File: config.mk
export PLATFORM = sky130hd
export DESIGN_NAME = etf_ctrl
export DESIGN_NICKNAME = d
export VERILOG_FILES = /design/src/rtl/etf_pkg.sv /design/src/rtl/etf_ctrl.sv
export SDC_FILE = /design/constraint.sdc
export NUM_CORES = 1
export LEC_CHECK = 0
export BUFFER_PORTS_ARGS = -buffer_cell sky130_fd_sc_hd__buf_4
export CAP_MARGIN = 10
export CORE_AREA = 2 2 39 41
export CTS_BUF_LIST = sky130_fd_sc_hd__clkbuf_16
export CTS_CLUSTER_SIZE = 25
export DETAILED_ROUTE_END_ITERATION = 7
export DIE_AREA = 0 0 41 43
export GPL_TIMING_DRIVEN = 0
export REMOVE_ABC_BUFFERS = 1
export SLEW_MARGIN = 20
export SYNTH_ARGS = -nofsm -noshare
export SYNTH_HDL_FRONTEND = slang
export SYNTH_SLANG_ARGS = --single-unit
File: constraint.sdc
create_clock -name clock -period 1.45 [get_ports clock]
set_input_delay 0.29 -clock clock [delete_from_list [all_inputs] [get_ports clock]]
set_output_delay 0.29 -clock clock [all_outputs]
set_load 0.01 [all_outputs]
File: src/rtl/etf_pkg.sv
// shared types, constants and saturation helper for the escape-time fractal pixel unit
// no dependencies
`timescale 1ns / 1ps

package etf_pkg;

   // number format of z and c inside the iteration
   localparam int WORD_BITS = 32;
   localparam int FRAC_BITS = 26;

   // width of the external coordinate fields and config data
   localparam int IO_BITS = 32;
   localparam int ITER_BITS = 24;
   localparam int CSR_IDX_BITS = 4;

   // product and magnitude widths
   localparam int PROD_BITS = 2 * WORD_BITS;
   localparam int LIM_EXP = 2 * FRAC_BITS + 4;
   localparam int SUM_BITS = (PROD_BITS + 1 > LIM_EXP + 1) ? PROD_BITS + 1 : LIM_EXP + 1;
   localparam int EXT_BITS = SUM_BITS + 2;

   // bailout limit: |z|^2 > 16 in the squared format
   localparam logic [SUM_BITS-1:0] BAIL_LIMIT = SUM_BITS'(1) << LIM_EXP;

   localparam logic [ITER_BITS-1:0] MAX_ITER_RESET = ITER_BITS'(256);

   typedef logic signed [WORD_BITS-1:0] word_type;
   typedef logic signed [PROD_BITS-1:0] prod_type;
   typedef logic signed [EXT_BITS-1:0] ext_type;
   typedef logic signed [IO_BITS-1:0] io_type;
   typedef logic [ITER_BITS-1:0] iter_type;

   typedef enum logic [CSR_IDX_BITS-1:0] {
      CSR_MAX_ITER   = 4'd0,
      CSR_JULIA_MODE = 4'd1,
      CSR_JULIA_RE   = 4'd2,
      CSR_JULIA_IM   = 4'd3
   } csr_idx_type;

   typedef struct packed {
      iter_type max_iter;
      logic     julia_mode;
      io_type   julia_re;
      io_type   julia_im;
   } cfg_type;

   // controller to datapath
   typedef struct packed {
      logic load;
      logic mul;
      logic sum;
      logic step;
      logic mark_esc;
      logic emit;
   } cmd_type;

   // datapath to controller
   typedef struct packed {
      logic iter_done;
      logic outside;
      logic out_free;
   } stat_type;

   // clamp a signed value to a signed range of 'bits' bits
   function automatic ext_type sat_bits(input ext_type x, input int bits);
      ext_type hi;
      ext_type lo;
      hi = (ext_type'(1) <<< (bits - 1)) - ext_type'(1);
      lo = -hi - ext_type'(1);
      if (x > hi) begin
         return hi;
      end else if (x < lo) begin
         return lo;
      end
      return x;
   endfunction

endpackage

File: src/rtl/etf_ctrl.sv
// sequencing state machine for the escape-time fractal pixel unit
// depends on etf_pkg for command and status structs
`timescale 1ns / 1ps

module etf_ctrl (
   input  logic              clock,
   input  logic              reset,
   input  logic              req_valid,
   output logic              req_stall,
   input  etf_pkg::stat_type stat,
   output etf_pkg::cmd_type  cmd
);
   import etf_pkg::*;

   typedef enum logic [4:0] {
      S_IDLE = 5'b00001,
      S_MUL  = 5'b00010,
      S_SUM  = 5'b00100,
      S_EVAL = 5'b01000,
      S_FIN  = 5'b10000
   } state_type;

   state_type state_ff, state_in;

   assign req_stall = (state_ff != S_IDLE);

   always_comb begin
      state_in = state_ff;
      cmd      = '0;
      unique case (state_ff)
         S_IDLE: begin
            if (req_valid) begin
               cmd.load = 1'b1;
               state_in = S_MUL;
            end
         end
         S_MUL: begin
            if (stat.iter_done) begin
               state_in = S_FIN;
            end else begin
               cmd.mul  = 1'b1;
               state_in = S_SUM;
            end
         end
         S_SUM: begin
            cmd.sum  = 1'b1;
            state_in = S_EVAL;
         end
         S_EVAL: begin
            if (stat.outside) begin
               cmd.mark_esc = 1'b1;
               state_in     = S_FIN;
            end else begin
               cmd.step = 1'b1;
               state_in = S_MUL;
            end
         end
         S_FIN: begin
            if (stat.out_free) begin
               cmd.emit = 1'b1;
               state_in = S_IDLE;
            end
         end
         default: begin
            state_in = S_IDLE;
         end
      endcase
   end

   always_ff @(posedge clock) begin
      if (reset) begin
         state_ff <= S_IDLE;
      end else begin
         state_ff <= state_in;
      end
   end

endmodule

Word-level counts from Yosys, hierarchy flattened --
Index checks and enable logic that the tools add are counted.
Word-level totals: register bits after elaboration 5, input bits 6, output and inout bits 7
Cells by class: equal/unequal tests 8, muxes and demuxes 15, reductions and logical operators 1
Operators by type and width (count):
- $pmux 5 s5 | 1
- $mux 5 | 4
- $mux 1 | 9
- $eq 5x1->1 const B | 1
- $eq 5x2->1 const B | 1
- $eq 5x3->1 const B | 1
- $eq 5x4->1 const B | 1
- $eq 5x5->1 const B | 1
- $ne 5x1->1 const B | 1
- $ne 2x2->1 const B | 2
- $mux 2 | 1
- $reduce_and 2->1 | 1

Depth between registers and ports, before layout --
Gate-level depths: netlist of the first run.
word-level depth 3, mapped depth 4, gate-level depth less buffers 3

Worst setup path before layout of the first run --
No wires, ideal clock.
kind register -> output, from register state_ff[3], to output cmd[3] (netlist bit), data arrival time 1.015 ns, data required time 1.160 ns, setup slack 0.145 ns, stages on the path, launching flop included 3, cells stage by stage dfxtp_1 > or3_4 > nor3b_4
RTL lines:
- from (decl) | RTL line etf_ctrl.sv:23 | state_type state_ff, state_in;
- from (signal assigned) | RTL line etf_ctrl.sv:74 | state_ff <= state_in;
- to (decl) | RTL line etf_ctrl.sv:11 | output etf_pkg::cmd_type cmd

==> impl_results.md, run 1 <==
* Met2 Use GR at 20.3%
* RSZ-0062 raised after global routing: yes
* Reg-to-reg endpoint: state_ff[4]
* Initial Util at 26.1%
* DR vias/cell at 5.22
* Final nets at 68
* Synth async-reset ratio at 0%
* Arrival time worst endpoint at 1.33 ns
* # port buffers at 12
* Top cells by count, synth: dfxtp_1 (5), inv_1 (4), nor2_1 (3)
* Clock skew at 0.00113 ns
* Largest net degree at the start of global routing at 10
* Reg with most FFs: state_ff
* Seq cells post-synth at 5
* DP Wirelength at 680 um
* Clock tree buffer depth at 2
* Vias in the first global route at 358
* CTS Buf Count at 3
* RD Place Congestion at 0.742
* Critical path's slowest cell: or3_4
* Most used routing layer in global routing: met2
* Share of cells above drive strength 1 at 60.7%
* DRT Pass-1 Iters at 4
* Top-count cell post-synth: dfxtp_1
* Post-synth top area share at 27.7%
* Worst-Margin Slew at 0.317 ns
* Clock Latency Late Sink at 0.23 ns
* Final ANT Viol Nets at 0
* Top cell type by total area after synthesis: dfxtp_1
* Die Y at 43 um
* WP buf/inv at 1
* Achievable Freq at about 600 MHz
* WP depth at 3
* Die area at about 0.0018 sq mm
* Synth-to-Final Area Change at 82.4%
* Row cnt at 14
* Global route overflow at 0
* Worst path top cell family by delay: simple AND/OR/NAND/NOR gates
* Netlist Area Pre-Place at 362 sq um
* Startpoint Class: flop
* Leakage at 0.282 nW
* Crit end category: output port
* Setup WS pre-CTS at -0.0211 ns
* # setup viols final at 5
* Hold buffers post-CTS at 0
* Final count of hold timing violations at 0
* Period utilization at 112%
* Met3 global-route usage at 5.76%
* Worst hold margin at ~0.22 ns
* DR DRC count at 0
* DR iter-0 viols at 4
* Max reg flops at 5
* Synth Area per Inst at 9.52 sq um
* # diodes at 0
* Worst-path clk slew at 0.03 ns
* Max incr delay on CP at 0.40 ns
* Clock Sinks at 5
* Drt wl/cell at 13.7 um
* CP Launch Point: state_ff[0]
* Crit path max fanout at 5
* Sequential fraction of the synthesis area at between 20% and 30%
* Total number of vias at 402
* Largest registers: state_ff (5)
* Status: finished, violations left
* Core area at 0.00138 sq mm
* EDFF count, synth at 0
* CTS tree: built
* Initial antenna violation count at 0
* Crit path required time at 1.16 ns
* Synth cell types at 26
* R2R Setup Slk at roughly 0.050 ns
* Post-Synthesis Cells at 38
* H-tree depth at 1
* Setup ws final at -0.170 ns
* Root buf cell: clkbuf_16
* Chip Width at 41 um
* Yosys warnings at 0
* Setup CP Type: reg2out
* Layout fillers at roughly 130
* Met1 usage at 15.0%
* Reg2Reg Depth at 4
* Minimum clock period at 1.62 ns
* Max IR drop VDD at 508 uV
* Routed WL at 1.06 mm
* Max-slew headroom at 78.7%
* Synth Flop Type: dfxtp_1
* MaxCap Viol Count at 0
* Final setup TNS at -0.399 ns
* GRT Util Overall at 13.5%
* Slew Limit Fails at 0
* First-pass GRT wire length at around 1.6 mm
* IO Count at 13
* Hold Crit Class: in2reg
* FF-to-FF Start: state_ff[0]
* Failing checks: negative setup slack
* Pwr/cell area at 1040 mW/mm^2
* Area contributors post-synth: dfxtp_1 (28%), o2111a_1 (6.2%), nor4_4 (5.9%)
* Critical path capture point: cmd[3]
* Cell Chain, Critical Path: or3_4 > nor3b_4 > buf_6
[worst register-to-register path: cells and delay by family, from the launching register on]
| kind | cells | cell delay [ns] |
|---|---|---|
| and+or+nand+nor | 2 | 0.69 |
| DFF | 1 | 0.35 |
| buffers and inverters | 1 | 0.15 |
| AOI/OAI and AO/OA | 1 | 0.15 |
[kinds of logic after synthesis]
group / Yosys count / synth area share [%]
flip-flops: 5 / 27.7
AO/OA/AOI/OAI: 8 / 20.8
buffers and inverters: 5 / 5.53
AND/OR/NAND/NOR: 20 / 46.0
[where the power goes]
| part | total, W | switching (W) | internal [W] |
|---|---|---|---|
| Clock | 0.000452 | 0.0000947 | 0.000357 |
| Sequential | 0.000149 | 0.00000798 | 0.000141 |
| Combinational | 0.0000839 | 0.0000392 | 0.0000447 |
[placed cells by master, fill, tap and decap left out, types with 2 or more instances in the layout]
cell type | Yosys | routed
inv_1 | 4 | 5
clkbuf_16 | 0 | 3
dfxtp_4 | 0 | 2
o2111a_1 | 2 | 2
nor2_1 | 3 | 2
buf_4 | 0 | 17
dfxtp_2 | 0 | 3
buf_6 | 0 | 3
o21ai_0 | 2 | 2
[through the flow]
stage | cells | power, W | utilization (%) | cell area (sq um)
2_1_floorplan | 37 | 0.000188 | - | 357
3_3_place_gp | 65 | 0.000217 | 33.7 | 467
3_5_place_dp | 65 | 0.000218 | 33.7 | 467
4_1_cts | 73 | 0.000683 | 44.0 | 609
5_1_grt | 77 | 0.000714 | 47.6 | 659
6_report | 77 | 0.000685 | 47.6 | 659
[layout make-up]
class	count	area [sq um]	share of cell area, %
sequential	5	111	16.9
clock buffer	3	75.1	11.4
clock inverter	1	3.75	0.569
tap	16	20.0	3.04
timing repair buffer	20	161	24.5
inverter	4	15.0	2.28
multi-input combinational	28	273	41.4
[repair_timing]
action | in CTS | in global routing
gates resized for setup | 12 | 5
pin swaps | 6 | 8
buffers inserted | 4 | 4
setup endpoints to repair | 6 | 7
[worst min path at each step]
stage	from	to	depth (start not counted)
floorplan	reset	state_ff[1]	1
global placement	reset	state_ff[1]	2
detailed placement	reset	state_ff[1]	2
CTS	reset	state_ff[1]	2
global route	reset	state_ff[1]	2
finish	reset	state_ff[1]	2
[per-layer routing]
layer / part of all wire [%] / vias up
li1: - / 192
met1: 41 / 192
met2: 51 / 15
met3: 5.9 / 3
met4: 2.2 / 0
met5: 0 / -
No activity file was read; power rests on OpenSTA's default activity.
==> run 2: changes to the inputs <==
- PLACE_DENSITY: unset -> 0.56
==> run 2 against run 1 <==
  * The run still ends with negative setup slack left
  * Final cell count decreased by 2.6%
  * Via count decreased by 4.2%
  * Maximum frequency increased by 0.74%
  * Combinational power decreased by 16%
  * Worst setup slack improved by 0.012 ns
  * Total power decreased by 1.3%
  * Sequential share of layout area increased by 0.51 points
  * Non-clock buffer count decreased by 2
  * Largest power group unchanged
==> impl_results.md, run 2 (synthesis gave the netlist of run 1 again) <==
* Status: finished, violations left
* Failing checks: negative setup slack
* Startpoint Class: flop
* Max-slew headroom at between 70% and 80%
* Initial Util at about a quarter
* RD Place Congestion at around 0.72
* First-pass GRT wire length at around 1.7 mm
* Cell Chain, Critical Path: or3_4 > nor3b_4 > buf_6
* DR vias/cell at between 5 and 6
* Clock Sinks at 5
* Slew Limit Fails at 0
* Reg with most FFs: state_ff
* Clock share of power at 67.3%
* Worst hold margin at around 0.22 ns
* Max incr delay on CP at around 0.41 ns
* Setup ws final at -0.158 ns
* Routed WL at roughly 960 um
* Commonest non-fill, non-tap cells in the layout: buf_4 (15), inv_1 (5), dfxtp_2 (4), clkbuf_16 (3), buf_6 (3)
* Leakage at 0.277 nW
* Chip Width at 41 um
* Clock Latency Late Sink at between 0.2 and 0.25 ns
* IO Count at 13
* GRT Util Overall at roughly 14%
* Initial antenna violation count at 0
* Internal power at approximately 0.00054 W
* Arrival time worst endpoint at roughly 1.3 ns
* Drt wl/cell at 12.9 um
* Design Area, Final at 626 sq um
* CTS Buf Count at 3
* Die area at 0.00176 sq mm
* Achievable Freq at ~620 MHz
* Period utilization at 111%
* Total number of vias at 385
* Row cnt at 14
* Synth-to-Final Area Change at 73.0%
* Vias in the first global route at 360
* Max IR drop VDD at 566 uV
* Root buf cell: clkbuf_16
* DRT Pass-1 Iters at 4
* Final count of hold timing violations at 0
* Commonest non-fill, non-tap cell in the layout: buf_4
* Met2 Use GR at 20.9%
* Met1 usage at approximately 17%
* Largest net degree at the start of global routing at 10
* Die Y at around 43 um
* Core area at 0.00138 sq mm
* Switch share at 20.8%
* WP buf/inv at 1
* # port buffers at 12
* Worst-Margin Slew at 0.313 ns
* Final nets at 66
* H-tree depth at 1
* Crit path max fanout at 3
* DR iter-0 viols at 2
* Final Power at 0.000677 W
* Crit end category: output port
* Pwr/cell area at 1080 mW/mm^2
* Critical path's slowest cell: or3_4
* Setup WS pre-CTS at -0.0420 ns
* Post-DP Area at 467 sq um
* Worst path top cell family by delay: simple AND/OR/NAND/NOR gates
* Share of cells above drive strength 1 at 57.6%
* Global route overflow at 0
* Hold Crit Class: in2reg
* Most used routing layer in global routing: met2
* Worst-path clk slew at 0.04 ns
* Setup CP Type: reg2out
* Hold buffers post-CTS at 0
* Combinational share of power at roughly a tenth
* Max reg flops at 5
* RSZ-0062 raised after global routing: yes
* Layout fillers at 139
* Sequential share of power at between 20 and 25%
* Largest registers: state_ff (5)
* # setup viols final at 4
* Clock skew at 0.00289 ns
* Clock tree buffer depth at 2
* CTS tree: built
* MaxCap Viol Count at 0
* DR DRC count at 0
* # diodes at 0
* Crit path required time at 1.16 ns
* Met3 global-route usage at around 4.7%
* Final ANT Viol Nets at 0
* Switching power at 0.000141 W
* Minimum clock period at 1.61 ns
## run 2: final cells by class
type / instances / area, sq um / area share, %
multi-input combinational: 28 / 256 / 41.0
inverter: 4 / 15.0 / 2.40
tap: 16 / 20.0 / 3.20
timing repair buffer: 18 / 146 / 23.4
sequential: 5 / 109 / 17.4
clock inverter: 1 / 3.75 / 0.600
clock buffer: 3 / 75.1 / 12.0
## run 2: metal layers
layer / vias to the layer above / part of all wire, %
li1: 189 / -
met1: 178 / 42
met2: 15 / 47
met3: 3 / 8.2
met4: 0 / 2.4
met5: - / 0
## run 2: path summary, 6_finish.rpt
kind	from	end	slack, ns	cells after the start
min	reset	state_ff[1]	0.22	2
max	state_ff[3]	cmd[3]	-0.16	3
min reg2reg	state_ff[0]	state_ff[1]	0.58	2
max reg2reg	state_ff[3]	state_ff[0]	0.08	5
## run 2: per-stage QoR
| step | setup TNS, ns | utilization (%) | instances |
|---|---|---|---|
| 3_3_place_gp | -0.0285 | 33.7 | 65 |
| 6_report | -0.321 | 45.2 | 75 |
| 2_1_floorplan | 0 | - | 37 |
| 3_5_place_dp | -0.0517 | 33.7 | 65 |
| 5_1_grt | -0.650 | 45.2 | 75 |
| 4_1_cts | -0.354 | 43.9 | 74 |
## run 2: repair_timing
action	CTS	global route
setup endpoints to repair	6	8
resized for setup	10	3
gates cloned	0	0
setup buffers	5	1
pin swaps	5	0
## run 2: power by group through the flow
stage / registers (W) / logic, W / clock network (W)
2_1_floorplan: 0.000151 / 0.0000367 / 0
3_3_place_gp: 0.000153 / 0.0000642 / 0
3_5_place_dp: 0.000153 / 0.0000651 / 0
4_1_cts: 0.000151 / 0.0000679 / 0.000464
5_1_grt: 0.000152 / 0.0000772 / 0.000477
6_report: 0.000151 / 0.0000701 / 0.000455
==> run 3: changes to the inputs <==
- CORE_AREA: 2 2 39 41 -> 5 5 42 44
- DIE_AREA: 0 0 41 43 -> 0 0 47 49
- PLACE_DENSITY: 0.56 -> 0.55
==> run 3 against run 2 <==
  * The run still ends with negative setup slack left
  * Clock skew grew 0.00079 ns
  * First-iteration DRC count rose to 3.5 times the previous value
  * Global-route usage decreased by 3.3 points
  * Sequential power is essentially flat
  * Critical endpoint unchanged
  * Largest cell class unchanged
  * Largest power group unchanged
  * Highest routed layer unchanged
==> impl_results.md, run 3 (synthesis gave the netlist of run 1 again) <==
* Worst path top cell family by delay: simple AND/OR/NAND/NOR gates
* Reg with most FFs: state_ff
* Worst-path clk slew at approximately 0.03 ns
* Die area at 0.00230 sq mm
* Achievable Freq at 620 MHz
* Clock Sinks at 5
* MaxCap Viol Count at 0
* Setup ws final at -0.164 ns
* DP Wirelength at ~680 um
* Root buf cell: clkbuf_16
* Met3 wire length at 92 um
* H-tree depth at 1
* Period utilization at 111%
* Drt wl/cell at 15.3 um
* Clock Latency Late Sink at 0.23 ns
* RSZ-0062 raised after global routing: yes
* Cell Chain, Critical Path: or3_4 > nor3b_4 > buf_6
* Total number of vias at around 420
* Core Util, Final at between 40% and 50%
* Vias in the first global route at 389
* Max layer used: met4
* Row cnt at 14
* Clock skew at 0.00368 ns
* Die Y at 49 um
* Final count of hold timing violations at 0
* Max reg flops at 5
* Initial Util at 25.8%
* CTS tree: built
* Arrival time worst endpoint at 1.32 ns
* Dpl cells at 65
* Clock tree buffer depth at 2
* DR DRC count at 0
* Setup WS pre-CTS at -0.0326 ns
* Core area at 0.00140 sq mm
* Hold Crit Class: in2reg
* Worst-Margin Slew at 0.373 ns
* Final Power at just under 0.0007 W
* Global route overflow at 0
* First-pass GRT wire length at 1.74 mm
* Final ANT Viol Nets at 0
* Routed met2 length at 626 um
* DR iter-0 viols at 7
* Critical path's slowest cell: or3_4
* WP buf/inv at 1
* Commonest non-fill, non-tap cell in the layout: buf_4
* R2R Setup Slk at 0.04 ns
* Largest net degree at the start of global routing at 10
* # diodes at 0
* Commonest non-fill, non-tap cells in the layout: buf_4 (19), inv_1 (5), clkbuf_16 (3), dfxtp_2 (3)
* Max-slew headroom at 74.9%
* Failing checks: negative setup slack
* Status: finished, violations left
* Crit path max fanout at 3
* DRT Pass-1 Iters at 4
* Slew Limit Fails at 0
* # port buffers at 12
* Routed WL at 1.18 mm
* Max IR drop VDD at 651 uV
* Pwr/cell area at 1050 mW/mm^2
* Leakage at 0.287 nW
* Startpoint Class: flop
* Minimum clock period at roughly 1.6 ns
* IO Count at 13
* CTS Buf Count at 3
* Crit end category: output port
* Final Non-Filler Cells at 77
* Chip Width at 47 um
* Metal-1 WL at 426 um
* DR vias/cell at 5.44
* Final nets at 68
* Share of cells above drive strength 1 at 62.3%
* Max incr delay on CP at 0.42 ns
* Setup CP Type: reg2out
* # setup viols final at 5
* Crit path required time at 1.16 ns
* RD Place Congestion at approximately 0.71
* Largest registers: state_ff (5)
* Initial antenna violation count at 0
* GRT Util Overall at 10.9%
* Synth-to-Final Area Change at 77.2%
[run 3: layout make-up]
type                    instances  area [sq um]
clock buffers                   3          75.1
multi-input cells              28           262
repair buffers                 20           154
inverters                       4          15.0
clock inverters                 1          3.75
well taps                      16          20.0
flip-flops and latches          5           111
fillers                       149           761
[run 3: routing by layer]
| layer | vias up | GRT usage (%) |
|---|---|---|
| met5 | - | 0 |
| met4 | 0 | 8.29 |
| met3 | 6 | 3.69 |
| met2 | 25 | 17.9 |
| met1 | 195 | 10.6 |
| li1 | 193 | - |
[run 3: repair_timing]
item	CTS	global route
setup buffers	6	2
pin swaps	6	2
hold buffers	0	0
endpoints found under the setup margin	6	9
gates resized for setup	10	5
[run 3: path summary, 6_finish.rpt]
| kind | cells after the start | from | end |
|---|---|---|---|
| hold / removal | 2 | reset | state_ff[1] |
| setup / recovery | 3 | state_ff[4] | cmd[3] |
| hold reg to reg | 2 | state_ff[0] | state_ff[1] |
| setup reg to reg | 5 | state_ff[4] | state_ff[3] |
[run 3: metrics by stage]
stage	hold slack (ns)	setup TNS [ns]	cell area, sq um
finish	0.221	-0.366	641
global route	0.224	-0.586	641
CTS	0.219	-0.341	613
detailed placement	0.461	-0.0326	467
global placement	0.464	-0.0568	467
floorplan	0.363	0	357
[run 3: where the power goes]
part | switching, W | leakage, nW | internal (W)
logic | 0.0000369 | 0.202 | 0.0000393
clock network | 0.0000880 | 0.0423 | 0.000357
registers | 0.0000100 | 0.0430 | 0.000141
total | 0.000135 | 0.287 | 0.000538
